## config.mk

```make
export PLATFORM = sky130hd
export DESIGN_NAME = olsr_packet_word_parser_unit_flat
export DESIGN_NICKNAME = d
export VERILOG_FILES = /design/src/sv/olsr_pkg.sv /design/src/sv/olsr_if.sv /design/src/sv/olsr_parse_fsm.sv /design/src/sv/olsr_field_dec.sv /design/src/sv/olsr_packet_word_parser_unit.sv /design/src/flat_wrapper.sv
export SDC_FILE = /design/constraint.sdc
export NUM_CORES = 1
export LEC_CHECK = 0
export BUFFER_PORTS_ARGS = -buffer_cell sky130_fd_sc_hd__buf_2
export CORE_MARGIN = 5
export CORE_UTILIZATION = 55
export DETAILED_ROUTE_END_ITERATION = 8
export GPL_TIMING_DRIVEN = 0
export PLACE_DENSITY = 0.83
export SETUP_SLACK_MARGIN = 0.05
export SYNTH_ARGS = -nofsm -noshare
export SYNTH_HDL_FRONTEND = slang
export SYNTH_SLANG_ARGS = --single-unit
```

## constraint.sdc

```tcl
create_clock -name clk -period 5.65 [get_ports clk]
set_input_delay 0 -clock clk [delete_from_list [all_inputs] [get_ports clk]]
set_output_delay 0 -clock clk [all_outputs]
set_load 0.02 [all_outputs]
```

## src/sv/olsr_pkg.sv

```systemverilog
package olsr_pkg;

  localparam int unsigned WORD_W  = 32;
  localparam int unsigned COUNT_W = 14;
  localparam int unsigned TIME_W  = 20;

  localparam logic [7:0] MANT_MASK = 8'hF0;
  localparam logic [7:0] EXPO_MASK = 8'h0F;
  localparam logic [4:0] MANT_BIAS = 5'd16;

  typedef enum logic [3:0] {
    KIND_PKT_HDR  = 4'd0,
    KIND_MSG_HDR  = 4'd1,
    KIND_ORIGIN   = 4'd2,
    KIND_TTL_SEQ  = 4'd3,
    KIND_ANSN     = 4'd4,
    KIND_TC_NBR   = 4'd5,
    KIND_HELLO    = 4'd6,
    KIND_LINK_HDR = 4'd7,
    KIND_LINK_NBR = 4'd8,
    KIND_MID      = 4'd9,
    KIND_HNA_NET  = 4'd10,
    KIND_HNA_MASK = 4'd11,
    KIND_SKIP     = 4'd12,
    KIND_EXCESS   = 4'd13
  } kind_t;

  typedef enum logic [7:0] {
    MSG_HELLO = 8'd1,
    MSG_TC    = 8'd2,
    MSG_MID   = 8'd3,
    MSG_HNA   = 8'd4
  } msg_type_t;

  typedef enum logic [2:0] {
    TCLASS_HELLO   = 3'd0,
    TCLASS_TC      = 3'd1,
    TCLASS_MID     = 3'd2,
    TCLASS_HNA     = 3'd3,
    TCLASS_INVALID = 3'd4
  } type_class_t;

  typedef enum logic [2:0] {
    WILL_NEVER   = 3'd0,
    WILL_LOW     = 3'd1,
    WILL_DEFAULT = 3'd2,
    WILL_HIGH    = 3'd3,
    WILL_ALWAYS  = 3'd4,
    WILL_INVALID = 3'd5
  } will_class_t;

  typedef enum logic [2:0] {
    LINK_UNSPEC  = 3'd0,
    LINK_ASYM    = 3'd1,
    LINK_SYM     = 3'd2,
    LINK_LOST    = 3'd3,
    LINK_MPR     = 3'd4,
    LINK_PENDING = 3'd5,
    LINK_INVALID = 3'd6
  } link_class_t;

  // raw willingness and link-type codes as they appear on the wire
  localparam logic [7:0] WCODE_NEVER   = 8'd0;
  localparam logic [7:0] WCODE_LOW     = 8'd1;
  localparam logic [7:0] WCODE_DEFAULT = 8'd3;
  localparam logic [7:0] WCODE_HIGH    = 8'd6;
  localparam logic [7:0] WCODE_ALWAYS  = 8'd7;

  localparam logic [7:0] LCODE_UNSPEC  = 8'd0;
  localparam logic [7:0] LCODE_ASYM    = 8'd1;
  localparam logic [7:0] LCODE_LOST    = 8'd3;
  localparam logic [7:0] LCODE_PENDING = 8'd5;
  localparam logic [7:0] LCODE_SYM     = 8'd6;
  localparam logic [7:0] LCODE_MPR     = 8'd10;

  // per-word parse result handed from the parser to the field decoder
  typedef struct packed {
    kind_t      kind;
    logic [7:0] mtype;
    logic [1:0] part;
    logic       last;
  } parse_res_t;

  // byte size to following 32-bit words, short sizes count as none
  function automatic logic [COUNT_W-1:0] words_after(input logic [15:0] bytes);
    logic [15:0] rest;
    rest = bytes - 16'd4;
    return (bytes >= 16'd4) ? rest[COUNT_W+1:2] : '0;
  endfunction

  // (16 + mantissa) << exponent, in 1/256 s
  function automatic logic [TIME_W-1:0] time_decode(input logic [7:0] code);
    logic [7:0]        mant;
    logic [7:0]        expo;
    logic [TIME_W-1:0] base;
    mant = (code & MANT_MASK) >> 4;
    expo = code & EXPO_MASK;
    base = {{(TIME_W-5){1'b0}}, MANT_BIAS + mant[4:0]};
    return base << expo[3:0];
  endfunction

endpackage

```

## src/sv/olsr_if.sv

```systemverilog
interface olsr_word_if;
  logic        valid;
  logic        ready;
  logic [31:0] packet_word;
  logic        first_word;

  modport source (output valid, packet_word, first_word, input ready);
  modport sink   (input valid, packet_word, first_word, output ready);
endinterface

interface olsr_result_if;
  logic        valid;
  logic        ready;
  logic [3:0]  word_kind;
  logic [7:0]  msg_type;
  logic [2:0]  type_class;
  logic [19:0] time_value;
  logic [2:0]  willingness_class;
  logic [2:0]  link_class;
  logic [1:0]  address_part;
  logic [31:0] word_echo;
  logic        last_of_packet;

  modport source (output valid, word_kind, msg_type, type_class, time_value,
                  willingness_class, link_class, address_part, word_echo,
                  last_of_packet, input ready);
  modport sink   (input valid, word_kind, msg_type, type_class, time_value,
                  willingness_class, link_class, address_part, word_echo,
                  last_of_packet, output ready);
endinterface

```

## src/sv/olsr_parse_fsm.sv

```systemverilog
module olsr_parse_fsm (
  input  logic                             clk,
  input  logic                             rst,
  input  logic                             advance,
  input  logic                             ipv6,
  input  logic [olsr_pkg::WORD_W-1:0]      word,
  input  logic                             first,
  output olsr_pkg::parse_res_t             res
);
  import olsr_pkg::*;

  typedef enum logic [3:0] {
    PH_PKT, PH_MSG, PH_ORIG, PH_TTL, PH_ANSN, PH_TCNBR, PH_HELLO,
    PH_LINKHDR, PH_LINKNBR, PH_MID, PH_HNA, PH_SKIP
  } phase_t;

  phase_t             phase, phase_next;
  logic [COUNT_W-1:0] pkt_left, pkt_left_next;
  logic [COUNT_W-1:0] msg_left, msg_left_next;
  logic [COUNT_W-1:0] link_left, link_left_next;
  logic [7:0]         cur_type, cur_type_next;
  logic [1:0]         addr_idx, addr_idx_next;
  logic               mask_half, mask_half_next;

  logic [COUNT_W-1:0] msg_dec;
  logic [COUNT_W-1:0] link_dec;
  logic [1:0]         apart;
  logic               adone;
  logic [1:0]         aidx_adv;

  // address word stepping: one word in ipv4, four in ipv6
  always_comb begin
    if (!ipv6) begin
      apart    = '0;
      adone    = 1'b1;
      aidx_adv = '0;
    end else begin
      apart    = addr_idx;
      adone    = (addr_idx == 2'd3);
      aidx_adv = addr_idx + 2'd1;
    end
  end

  assign msg_dec  = (msg_left != '0) ? msg_left - 1'b1 : '0;
  assign link_dec = (link_left != '0) ? link_left - 1'b1 : '0;

  always_comb begin
    phase_next     = phase;
    pkt_left_next  = pkt_left;
    msg_left_next  = msg_left;
    link_left_next = link_left;
    cur_type_next  = cur_type;
    addr_idx_next  = addr_idx;
    mask_half_next = mask_half;
    res.kind       = KIND_EXCESS;
    res.part       = '0;
    res.last       = 1'b0;

    if (first) begin
      pkt_left_next  = words_after(word[31:16]);
      msg_left_next  = '0;
      link_left_next = '0;
      addr_idx_next  = '0;
      mask_half_next = 1'b0;
      phase_next     = (pkt_left_next != '0) ? PH_MSG : PH_PKT;
      res.kind       = KIND_PKT_HDR;
      res.last       = (pkt_left_next == '0);
    end else if (phase == PH_PKT || pkt_left == '0) begin
      phase_next = PH_PKT;
      res.kind   = KIND_EXCESS;
    end else begin
      pkt_left_next = pkt_left - 1'b1;
      if (phase == PH_MSG) begin
        res.kind       = KIND_MSG_HDR;
        cur_type_next  = word[31:24];
        msg_left_next  = words_after(word[15:0]);
        addr_idx_next  = '0;
        mask_half_next = 1'b0;
        link_left_next = '0;
        phase_next     = (msg_left_next != '0) ? PH_ORIG : PH_MSG;
      end else begin
        msg_left_next = msg_dec;
        unique case (phase)
          PH_ORIG: begin
            res.kind      = KIND_ORIGIN;
            res.part      = apart;
            addr_idx_next = aidx_adv;
            if (adone) phase_next = PH_TTL;
          end
          PH_TTL: begin
            res.kind       = KIND_TTL_SEQ;
            addr_idx_next  = '0;
            mask_half_next = 1'b0;
            case (cur_type)
              MSG_TC:    phase_next = PH_ANSN;
              MSG_HELLO: phase_next = PH_HELLO;
              MSG_MID:   phase_next = PH_MID;
              MSG_HNA:   phase_next = PH_HNA;
              default:   phase_next = PH_SKIP;
            endcase
          end
          PH_ANSN: begin
            res.kind   = KIND_ANSN;
            phase_next = PH_TCNBR;
          end
          PH_TCNBR: begin
            res.kind      = KIND_TC_NBR;
            res.part      = apart;
            addr_idx_next = aidx_adv;
          end
          PH_HELLO: begin
            res.kind   = KIND_HELLO;
            phase_next = PH_LINKHDR;
          end
          PH_LINKHDR: begin
            res.kind       = KIND_LINK_HDR;
            link_left_next = words_after(word[15:0]);
            addr_idx_next  = '0;
            phase_next     = (link_left_next != '0) ? PH_LINKNBR : PH_LINKHDR;
          end
          PH_LINKNBR: begin
            res.kind       = KIND_LINK_NBR;
            res.part       = apart;
            addr_idx_next  = aidx_adv;
            link_left_next = link_dec;
            if (link_dec == '0) begin
              addr_idx_next = '0;
              phase_next    = PH_LINKHDR;
            end
          end
          PH_MID: begin
            res.kind      = KIND_MID;
            res.part      = apart;
            addr_idx_next = aidx_adv;
          end
          PH_HNA: begin
            res.kind      = mask_half ? KIND_HNA_MASK : KIND_HNA_NET;
            res.part      = apart;
            addr_idx_next = aidx_adv;
            if (adone) mask_half_next = ~mask_half;
          end
          default: begin
            res.kind   = KIND_SKIP;
            phase_next = PH_SKIP;
          end
        endcase
        // message used up, next word is a message header
        if (msg_dec == '0) begin
          phase_next     = PH_MSG;
          addr_idx_next  = '0;
          mask_half_next = 1'b0;
          link_left_next = '0;
        end
      end
      // packet used up, abandon whatever is open
      if (pkt_left_next == '0) begin
        phase_next     = PH_PKT;
        msg_left_next  = '0;
        link_left_next = '0;
        addr_idx_next  = '0;
        mask_half_next = 1'b0;
        res.last       = 1'b1;
      end
    end

    res.mtype = (res.kind == KIND_PKT_HDR || res.kind == KIND_EXCESS) ? 8'd0 : cur_type_next;
  end

  always_ff @(posedge clk) begin
    if (rst) begin
      phase     <= PH_PKT;
      pkt_left  <= '0;
      msg_left  <= '0;
      link_left <= '0;
      cur_type  <= '0;
      addr_idx  <= '0;
      mask_half <= 1'b0;
    end else if (advance) begin
      phase     <= phase_next;
      pkt_left  <= pkt_left_next;
      msg_left  <= msg_left_next;
      link_left <= link_left_next;
      cur_type  <= cur_type_next;
      addr_idx  <= addr_idx_next;
      mask_half <= mask_half_next;
    end
  end

endmodule

```

## src/sv/olsr_field_dec.sv

```systemverilog
module olsr_field_dec (
  input  olsr_pkg::kind_t                  kind,
  input  logic [7:0]                       mtype,
  input  logic [olsr_pkg::WORD_W-1:0]      word,
  output olsr_pkg::type_class_t            tclass,
  output logic [olsr_pkg::TIME_W-1:0]      tval,
  output olsr_pkg::will_class_t            will,
  output olsr_pkg::link_class_t            link
);
  import olsr_pkg::*;

  always_comb begin
    if (kind == KIND_PKT_HDR || kind == KIND_EXCESS) begin
      tclass = TCLASS_INVALID;
    end else begin
      case (mtype)
        MSG_HELLO: tclass = TCLASS_HELLO;
        MSG_TC:    tclass = TCLASS_TC;
        MSG_MID:   tclass = TCLASS_MID;
        MSG_HNA:   tclass = TCLASS_HNA;
        default:   tclass = TCLASS_INVALID;
      endcase
    end
  end

  // validity time in byte 1 of a message header, hello interval in byte 2
  always_comb begin
    case (kind)
      KIND_MSG_HDR: tval = time_decode(word[23:16]);
      KIND_HELLO:   tval = time_decode(word[15:8]);
      default:      tval = '0;
    endcase
  end

  always_comb begin
    will = WILL_INVALID;
    if (kind == KIND_HELLO) begin
      unique case (word[7:0])
        WCODE_NEVER:   will = WILL_NEVER;
        WCODE_LOW:     will = WILL_LOW;
        WCODE_DEFAULT: will = WILL_DEFAULT;
        WCODE_HIGH:    will = WILL_HIGH;
        WCODE_ALWAYS:  will = WILL_ALWAYS;
        default:       will = WILL_INVALID;
      endcase
    end
  end

  always_comb begin
    link = LINK_INVALID;
    if (kind == KIND_LINK_HDR) begin
      unique case (word[31:24])
        LCODE_UNSPEC:  link = LINK_UNSPEC;
        LCODE_ASYM:    link = LINK_ASYM;
        LCODE_SYM:     link = LINK_SYM;
        LCODE_LOST:    link = LINK_LOST;
        LCODE_MPR:     link = LINK_MPR;
        LCODE_PENDING: link = LINK_PENDING;
        default:       link = LINK_INVALID;
      endcase
    end
  end

endmodule

```

## src/sv/olsr_packet_word_parser_unit.sv

```systemverilog
// olsr packet word parser: takes an olsr payload one 32-bit word per beat
// (network byte order, first byte in bits 31..24) and returns exactly one
// result beat per word, tagging it by kind (packet header, message header,
// originator, ttl/hop/seq, ansn, tc neighbor, hello params, link header,
// link neighbor, mid interface, hna network/netmask, skipped, excess) and
// decoding message type class, validity/hello time in 1/256 s, willingness
// and link type. first_word forces a new packet at any point. cfg_wdata
// selects ipv4 (0, one word per address) or ipv6 (1, four words per address)
// and must be written only while no word is in flight; the block itself
// does not enforce this. throughput is one word per clock while results.ready
// holds; a word passes the input register, then the result register, with the
// counter update and byte decode in between. the result register and the input
// register form a two-deep pipe, so a new word is taken while a finished result
// still waits for ready. no memories, no clearing pass after reset.
module olsr_packet_word_parser_unit (
  input  logic                 clk,
  input  logic                 rst,
  input  logic                 cfg_we,
  input  logic                 cfg_wdata,
  olsr_word_if.sink            words,
  olsr_result_if.source        results
);
  import olsr_pkg::*;

  // configuration
  logic ipv6;

  // input register
  logic              in_valid;
  logic [WORD_W-1:0] in_word;
  logic              in_first;

  // result register
  logic              res_valid;
  kind_t             res_kind;
  logic [7:0]        res_mtype;
  type_class_t       res_tclass;
  logic [TIME_W-1:0] res_tval;
  will_class_t       res_will;
  link_class_t       res_link;
  logic [1:0]        res_part;
  logic [WORD_W-1:0] res_word;
  logic              res_last;

  // decode of the word in the input register
  parse_res_t        pres;
  type_class_t       dec_tclass;
  logic [TIME_W-1:0] dec_tval;
  will_class_t       dec_will;
  link_class_t       dec_link;

  logic advance;

  // word moves to the result register when that register is free or drains
  assign advance     = in_valid && (!res_valid || results.ready);
  assign words.ready = !in_valid || advance;

  always_ff @(posedge clk) begin
    if (rst) begin
      ipv6 <= 1'b0;
    end else if (cfg_we) begin
      ipv6 <= cfg_wdata;
    end
  end

  always_ff @(posedge clk) begin
    if (rst) begin
      in_valid <= 1'b0;
    end else if (words.ready) begin
      in_valid <= words.valid;
    end
  end

  // payload, no reset
  always_ff @(posedge clk) begin
    if (words.valid && words.ready) begin
      in_word  <= words.packet_word;
      in_first <= words.first_word;
    end
  end

  olsr_parse_fsm u_parse (
    .clk     (clk),
    .rst     (rst),
    .advance (advance),
    .ipv6    (ipv6),
    .word    (in_word),
    .first   (in_first),
    .res     (pres)
  );

  olsr_field_dec u_dec (
    .kind   (pres.kind),
    .mtype  (pres.mtype),
    .word   (in_word),
    .tclass (dec_tclass),
    .tval   (dec_tval),
    .will   (dec_will),
    .link   (dec_link)
  );

  always_ff @(posedge clk) begin
    if (rst) begin
      res_valid <= 1'b0;
    end else if (advance) begin
      res_valid <= 1'b1;
    end else if (results.ready) begin
      res_valid <= 1'b0;
    end
  end

  always_ff @(posedge clk) begin
    if (advance) begin
      res_kind   <= pres.kind;
      res_mtype  <= pres.mtype;
      res_tclass <= dec_tclass;
      res_tval   <= dec_tval;
      res_will   <= dec_will;
      res_link   <= dec_link;
      res_part   <= pres.part;
      res_word   <= in_word;
      res_last   <= pres.last;
    end
  end

  // result beat
  assign results.valid             = res_valid;
  assign results.word_kind         = res_kind;
  assign results.msg_type          = res_mtype;
  assign results.type_class        = res_tclass;
  assign results.time_value        = res_tval;
  assign results.willingness_class = res_will;
  assign results.link_class        = res_link;
  assign results.address_part      = res_part;
  assign results.word_echo         = res_word;
  assign results.last_of_packet    = res_last;

endmodule

```

## src/flat_wrapper.sv

```systemverilog
// flat-port wrapper written by rule: the top's interface ports become plain ports
module olsr_packet_word_parser_unit_flat import olsr_pkg::*;
  (clk, rst, cfg_we, cfg_wdata, words_valid, words_packet_word, words_first_word, words_ready, results_valid, results_word_kind, results_msg_type, results_type_class, results_time_value, results_willingness_class, results_link_class, results_address_part, results_word_echo, results_last_of_packet, results_ready);
  olsr_word_if words_i ();
  olsr_result_if results_i ();
  input  logic clk;
  input  logic rst;
  input  logic cfg_we;
  input  logic cfg_wdata;
  input wire logic [$bits(words_i.valid)-1:0] words_valid;
  input wire logic [$bits(words_i.packet_word)-1:0] words_packet_word;
  input wire logic [$bits(words_i.first_word)-1:0] words_first_word;
  output wire logic [$bits(words_i.ready)-1:0] words_ready;
  output wire logic [$bits(results_i.valid)-1:0] results_valid;
  output wire logic [$bits(results_i.word_kind)-1:0] results_word_kind;
  output wire logic [$bits(results_i.msg_type)-1:0] results_msg_type;
  output wire logic [$bits(results_i.type_class)-1:0] results_type_class;
  output wire logic [$bits(results_i.time_value)-1:0] results_time_value;
  output wire logic [$bits(results_i.willingness_class)-1:0] results_willingness_class;
  output wire logic [$bits(results_i.link_class)-1:0] results_link_class;
  output wire logic [$bits(results_i.address_part)-1:0] results_address_part;
  output wire logic [$bits(results_i.word_echo)-1:0] results_word_echo;
  output wire logic [$bits(results_i.last_of_packet)-1:0] results_last_of_packet;
  input wire logic [$bits(results_i.ready)-1:0] results_ready;
  assign words_i.valid = words_valid;
  assign words_i.packet_word = words_packet_word;
  assign words_i.first_word = words_first_word;
  assign words_ready = words_i.ready;
  assign results_valid = results_i.valid;
  assign results_word_kind = results_i.word_kind;
  assign results_msg_type = results_i.msg_type;
  assign results_type_class = results_i.type_class;
  assign results_time_value = results_i.time_value;
  assign results_willingness_class = results_i.willingness_class;
  assign results_link_class = results_i.link_class;
  assign results_address_part = results_i.address_part;
  assign results_word_echo = results_i.word_echo;
  assign results_last_of_packet = results_i.last_of_packet;
  assign results_i.ready = results_ready;
  olsr_packet_word_parser_unit u_core (.clk(clk), .rst(rst), .cfg_we(cfg_we), .cfg_wdata(cfg_wdata), .words(words_i), .results(results_i));
endmodule
```

==> out/metrics.cfg <==
[sta]
tightestPinTransition_ns = 1.22
clock_skew_ns = 0.0107
relSlewSlack_pct = 16.3
hold_violations = 0
max_freq_ghz = 0.278
min_period_over_period_pct = 63.7
grt_setup_unrepaired = false
finalSetupViolCount = 0
tns_ns = 0
period_minus_slack_ns = 3.60
maxSlewViolCount = 0
timing.final.ws_setup_ns = 2.05

[worst_setup_path]
cp.required_ns = 5.81
worstSetupPathType = reg -> reg
cp_max_fo = 10
r2r-start = u_core.u_parse.pkt_left[1]$_SDFFE_PP0P_
r2r_slack_ns = 2.05
worstPathArrival_ns = 3.76
start_kind = register
worstReg2RegEnd = u_core.results.time_value[4]$_DFFE_PP_
end_kind = register
worstRegToRegCells = 10

[global_routing]
grt_pass1_wl_um = 44700
grt-ovfl-total = 0
grt_pass1_vias = 8432
grt_max_degree = 42
antenna_found_initial = 0
grt_usage_pct = 27.6

[yosys]
syn_nets = 1086
synthArstFlopShare_pct = 0
ys.flop_type = edfxtp_1
synth_edf_count = 109
netlist.area_leader.share_pct = 34.2
yosysMostFrequentCell = nand2_1
yosys_warnings = 0
synth_cell_type_count = 93
syn_avg_cell_area_um2 = 9.25
yosysTopAreaCell = edfxtp_1
netlist_instances = 1036
seq_area_frac_synth_pct = 46.7
synthTopCellsByArea = edfxtp_1, dfxtp_1, nand2_1
ys_ff_latch = 169
syn_area_um2 = 9580
synth_common_cells = nand2_1, edfxtp_1, nor2_1, o21ai_0, a21oi_1

[drt]
firstDrtPassIters = 6
postRouteWirelength_um = 28300
num_vias = 9200
drt_iter0_drc = 1368
drc = 0
antenna_left = 0
wire_per_inst_um = 19.5
viasPerCell = 6.35

[power]
leakage_nw = 4.28
ir_drop_mv = 0.234
comb_power_share_pct = 17.3
netSwitchingFraction_pct = 29.3
p_switching_uw = 921
internal-power_mw = 2.22
p_clk_share_pct = 38.0
power_density_nw_per_um2 = 274
seqPwrFrac_pct = 44.7

[placed_design]
io_buffer_count = 115
routabilityCongestion = 0.993
hpwl_um = 19900
post_dp_cell_area_um2 = 10500
pre_cts_ws_ns = 2.15
dp.cells = 1378

[clocking]
cts_hold_buf = 38
clock_sinks = 169
clk-insertion-delay-late_ns = 0.45
cts_resized = 0
cts-root-buf = clkbuf_16
cts_setup_buffers = 0
path_clk_slew_ns = 0.07
cts_buffers = 17
htreeDepth = 4
max-clock-path-buffers = 2
cts_tree = yes

[min_path]
worstHoldEndpoint = u_core.u_parse.pkt_left[1]$_SDFFE_PP0P_
hp-class = in -> reg
hold_path_depth = 2
hold_start = rst

[status]
status = finished, final reports clean

[floorplanning]
ios = 117
die_w_um = 142
floorplan.die.height_um = 142
core-area_um2 = 17200
row_count = 48
initial_core_util_pct = 55.8
die_area_um2 = 20200

[layout]
final_net_count = 1260
finalInstanceArea_um2 = 11500
instances_no_fill = 1449
syn_to_final_growth_pct = 19.5
utilization_pct = 66.7
drive_above_1_share_pct = 16.6

[job]
maxCapViolCount = 0

-- critical path: stages (launching register included) --
cell      delay [ns]
dfxtp_1         0.36
inv_1           0.12
ha_1            0.29
nor3b_1         0.86
a31oi_1         0.41
nand2_1         0.27
buf_2           0.27
nor2_1          0.14
clkbuf_1        0.29
nand2_1         0.18
o32ai_1         0.12
-- power by group through the flow --
stage	clock [mW]	sequential, mW	combinational [mW]
floorplan	0	1.45	0.332
global placement	0	1.43	0.498
detailed placement	0	1.43	0.507
CTS	1.19	1.40	0.532
global route	1.25	1.41	0.584
finish	1.19	1.40	0.545
-- registers in the layout (all words and copies together) (netlist names), 8 cells and up --
register / count
u_core.u_parse.pkt_left: 14
u_core.u_parse.link_left: 14
u_core.results.word_echo: 32
u_core.results.msg_type: 8
u_core.u_parse.msg_left: 14
u_core.results.time_value: 20
u_core.in_word: 32
u_core.u_parse.cur_type: 8
-- area by class of cell --
type / instances / area [µm²]
clock inverter: 14 / 161
clock buffer: 18 / 429
inverter: 34 / 128
tap: 225 / 282
fill: 1369 / 5720
multi-input combinational: 763 / 4660
sequential: 169 / 4470
timing repair buffer: 155 / 996
buffer: 70 / 324
antenna: 1 / 2.50
-- per-stage QoR --
step,hold WS [ns],total power [mW]
floorplan,0.0989,1.78
CTS,0.0852,3.13
finish,0.0889,3.14
global placement,0.176,1.93
detailed placement,0.178,1.93
global route,0.145,3.24
-- worst max-delay path by stage --
stage / from / endpoint / slack, ns
after floorplan: u_core.results.valid$_SDFFE_PP0P_ / u_core.u_parse.phase[0]$_SDFFE_PP0P_ / 1.58
after global placement: u_core.results.valid$_SDFFE_PP0P_ / u_core.u_parse.phase[0]$_SDFFE_PP0P_ / 0.36
after detailed placement: u_core.u_parse.pkt_left[0]$_SDFFE_PP0P_ / u_core.results.time_value[4]$_DFFE_PP_ / 2.15
after CTS: u_core.u_parse.pkt_left[0]$_SDFFE_PP0P_ / u_core.results.time_value[4]$_DFFE_PP_ / 2.15
after global routing: u_core.in_word[3]$_DFFE_PP_ / u_core.u_parse.msg_left[3]$_SDFFE_PP0P_ / 1.86
final: u_core.u_parse.pkt_left[1]$_SDFFE_PP0P_ / u_core.results.time_value[4]$_DFFE_PP_ / 2.05
-- cells in the final DEF (no fill, tap or decap), drive strengths merged, types with 6 or more instances in the layout --
cell type	Yosys	routed
o32ai	10	10
nand3	49	49
o22ai	24	24
inv	33	40
buf	16	133
and2	7	7
ha	11	11
dlygate4sd3	0	38
a22o	17	17
or4	11	11
a31oi	13	13
clkbuf	54	72
nor3	35	35
a21oi	63	63
or3	14	14
a22oi	16	16
nand4	18	18
edfxtp	109	109
o31ai	6	6
mux2i	17	17
nor2	93	93
nor4	20	20
o31a	6	6
or2	6	6
nor3b	6	6
nor2b	8	8
nand2	120	120
xnor2	18	18
a211oi	6	6
a31o	9	9
dfxtp	60	60
xor2	13	13
o21ai	69	69
-- layer usage --
layer / vias to the layer above / global-route usage [%] / wire [µm]
met2: 544 / 46.2 / 13600
met4: 0 / 10.4 / 722
met3: 84 / 4.07 / 2490
met1: 4318 / 36.5 / 11500
met5: - / 0 / 0
li1: 4254 / - / -
-- kinds of logic (layout without fill, tap and decap cells) --
group / Yosys count / in the layout / synth area share [%]
xor+xnor: 31 / 31 / 2.83
mux: 19 / 19 / 2.01
buf+inv: 104 / 291 / 4.70
compound gates: 287 / 287 / 20.2
flops: 169 / 169 / 46.7
fa+ha+maj: 12 / 12 / 1.54
simple gates: 414 / 414 / 22.0
other cells: 0 / 1 / 0
Note: power is estimated with default switching activity, not from simulation.
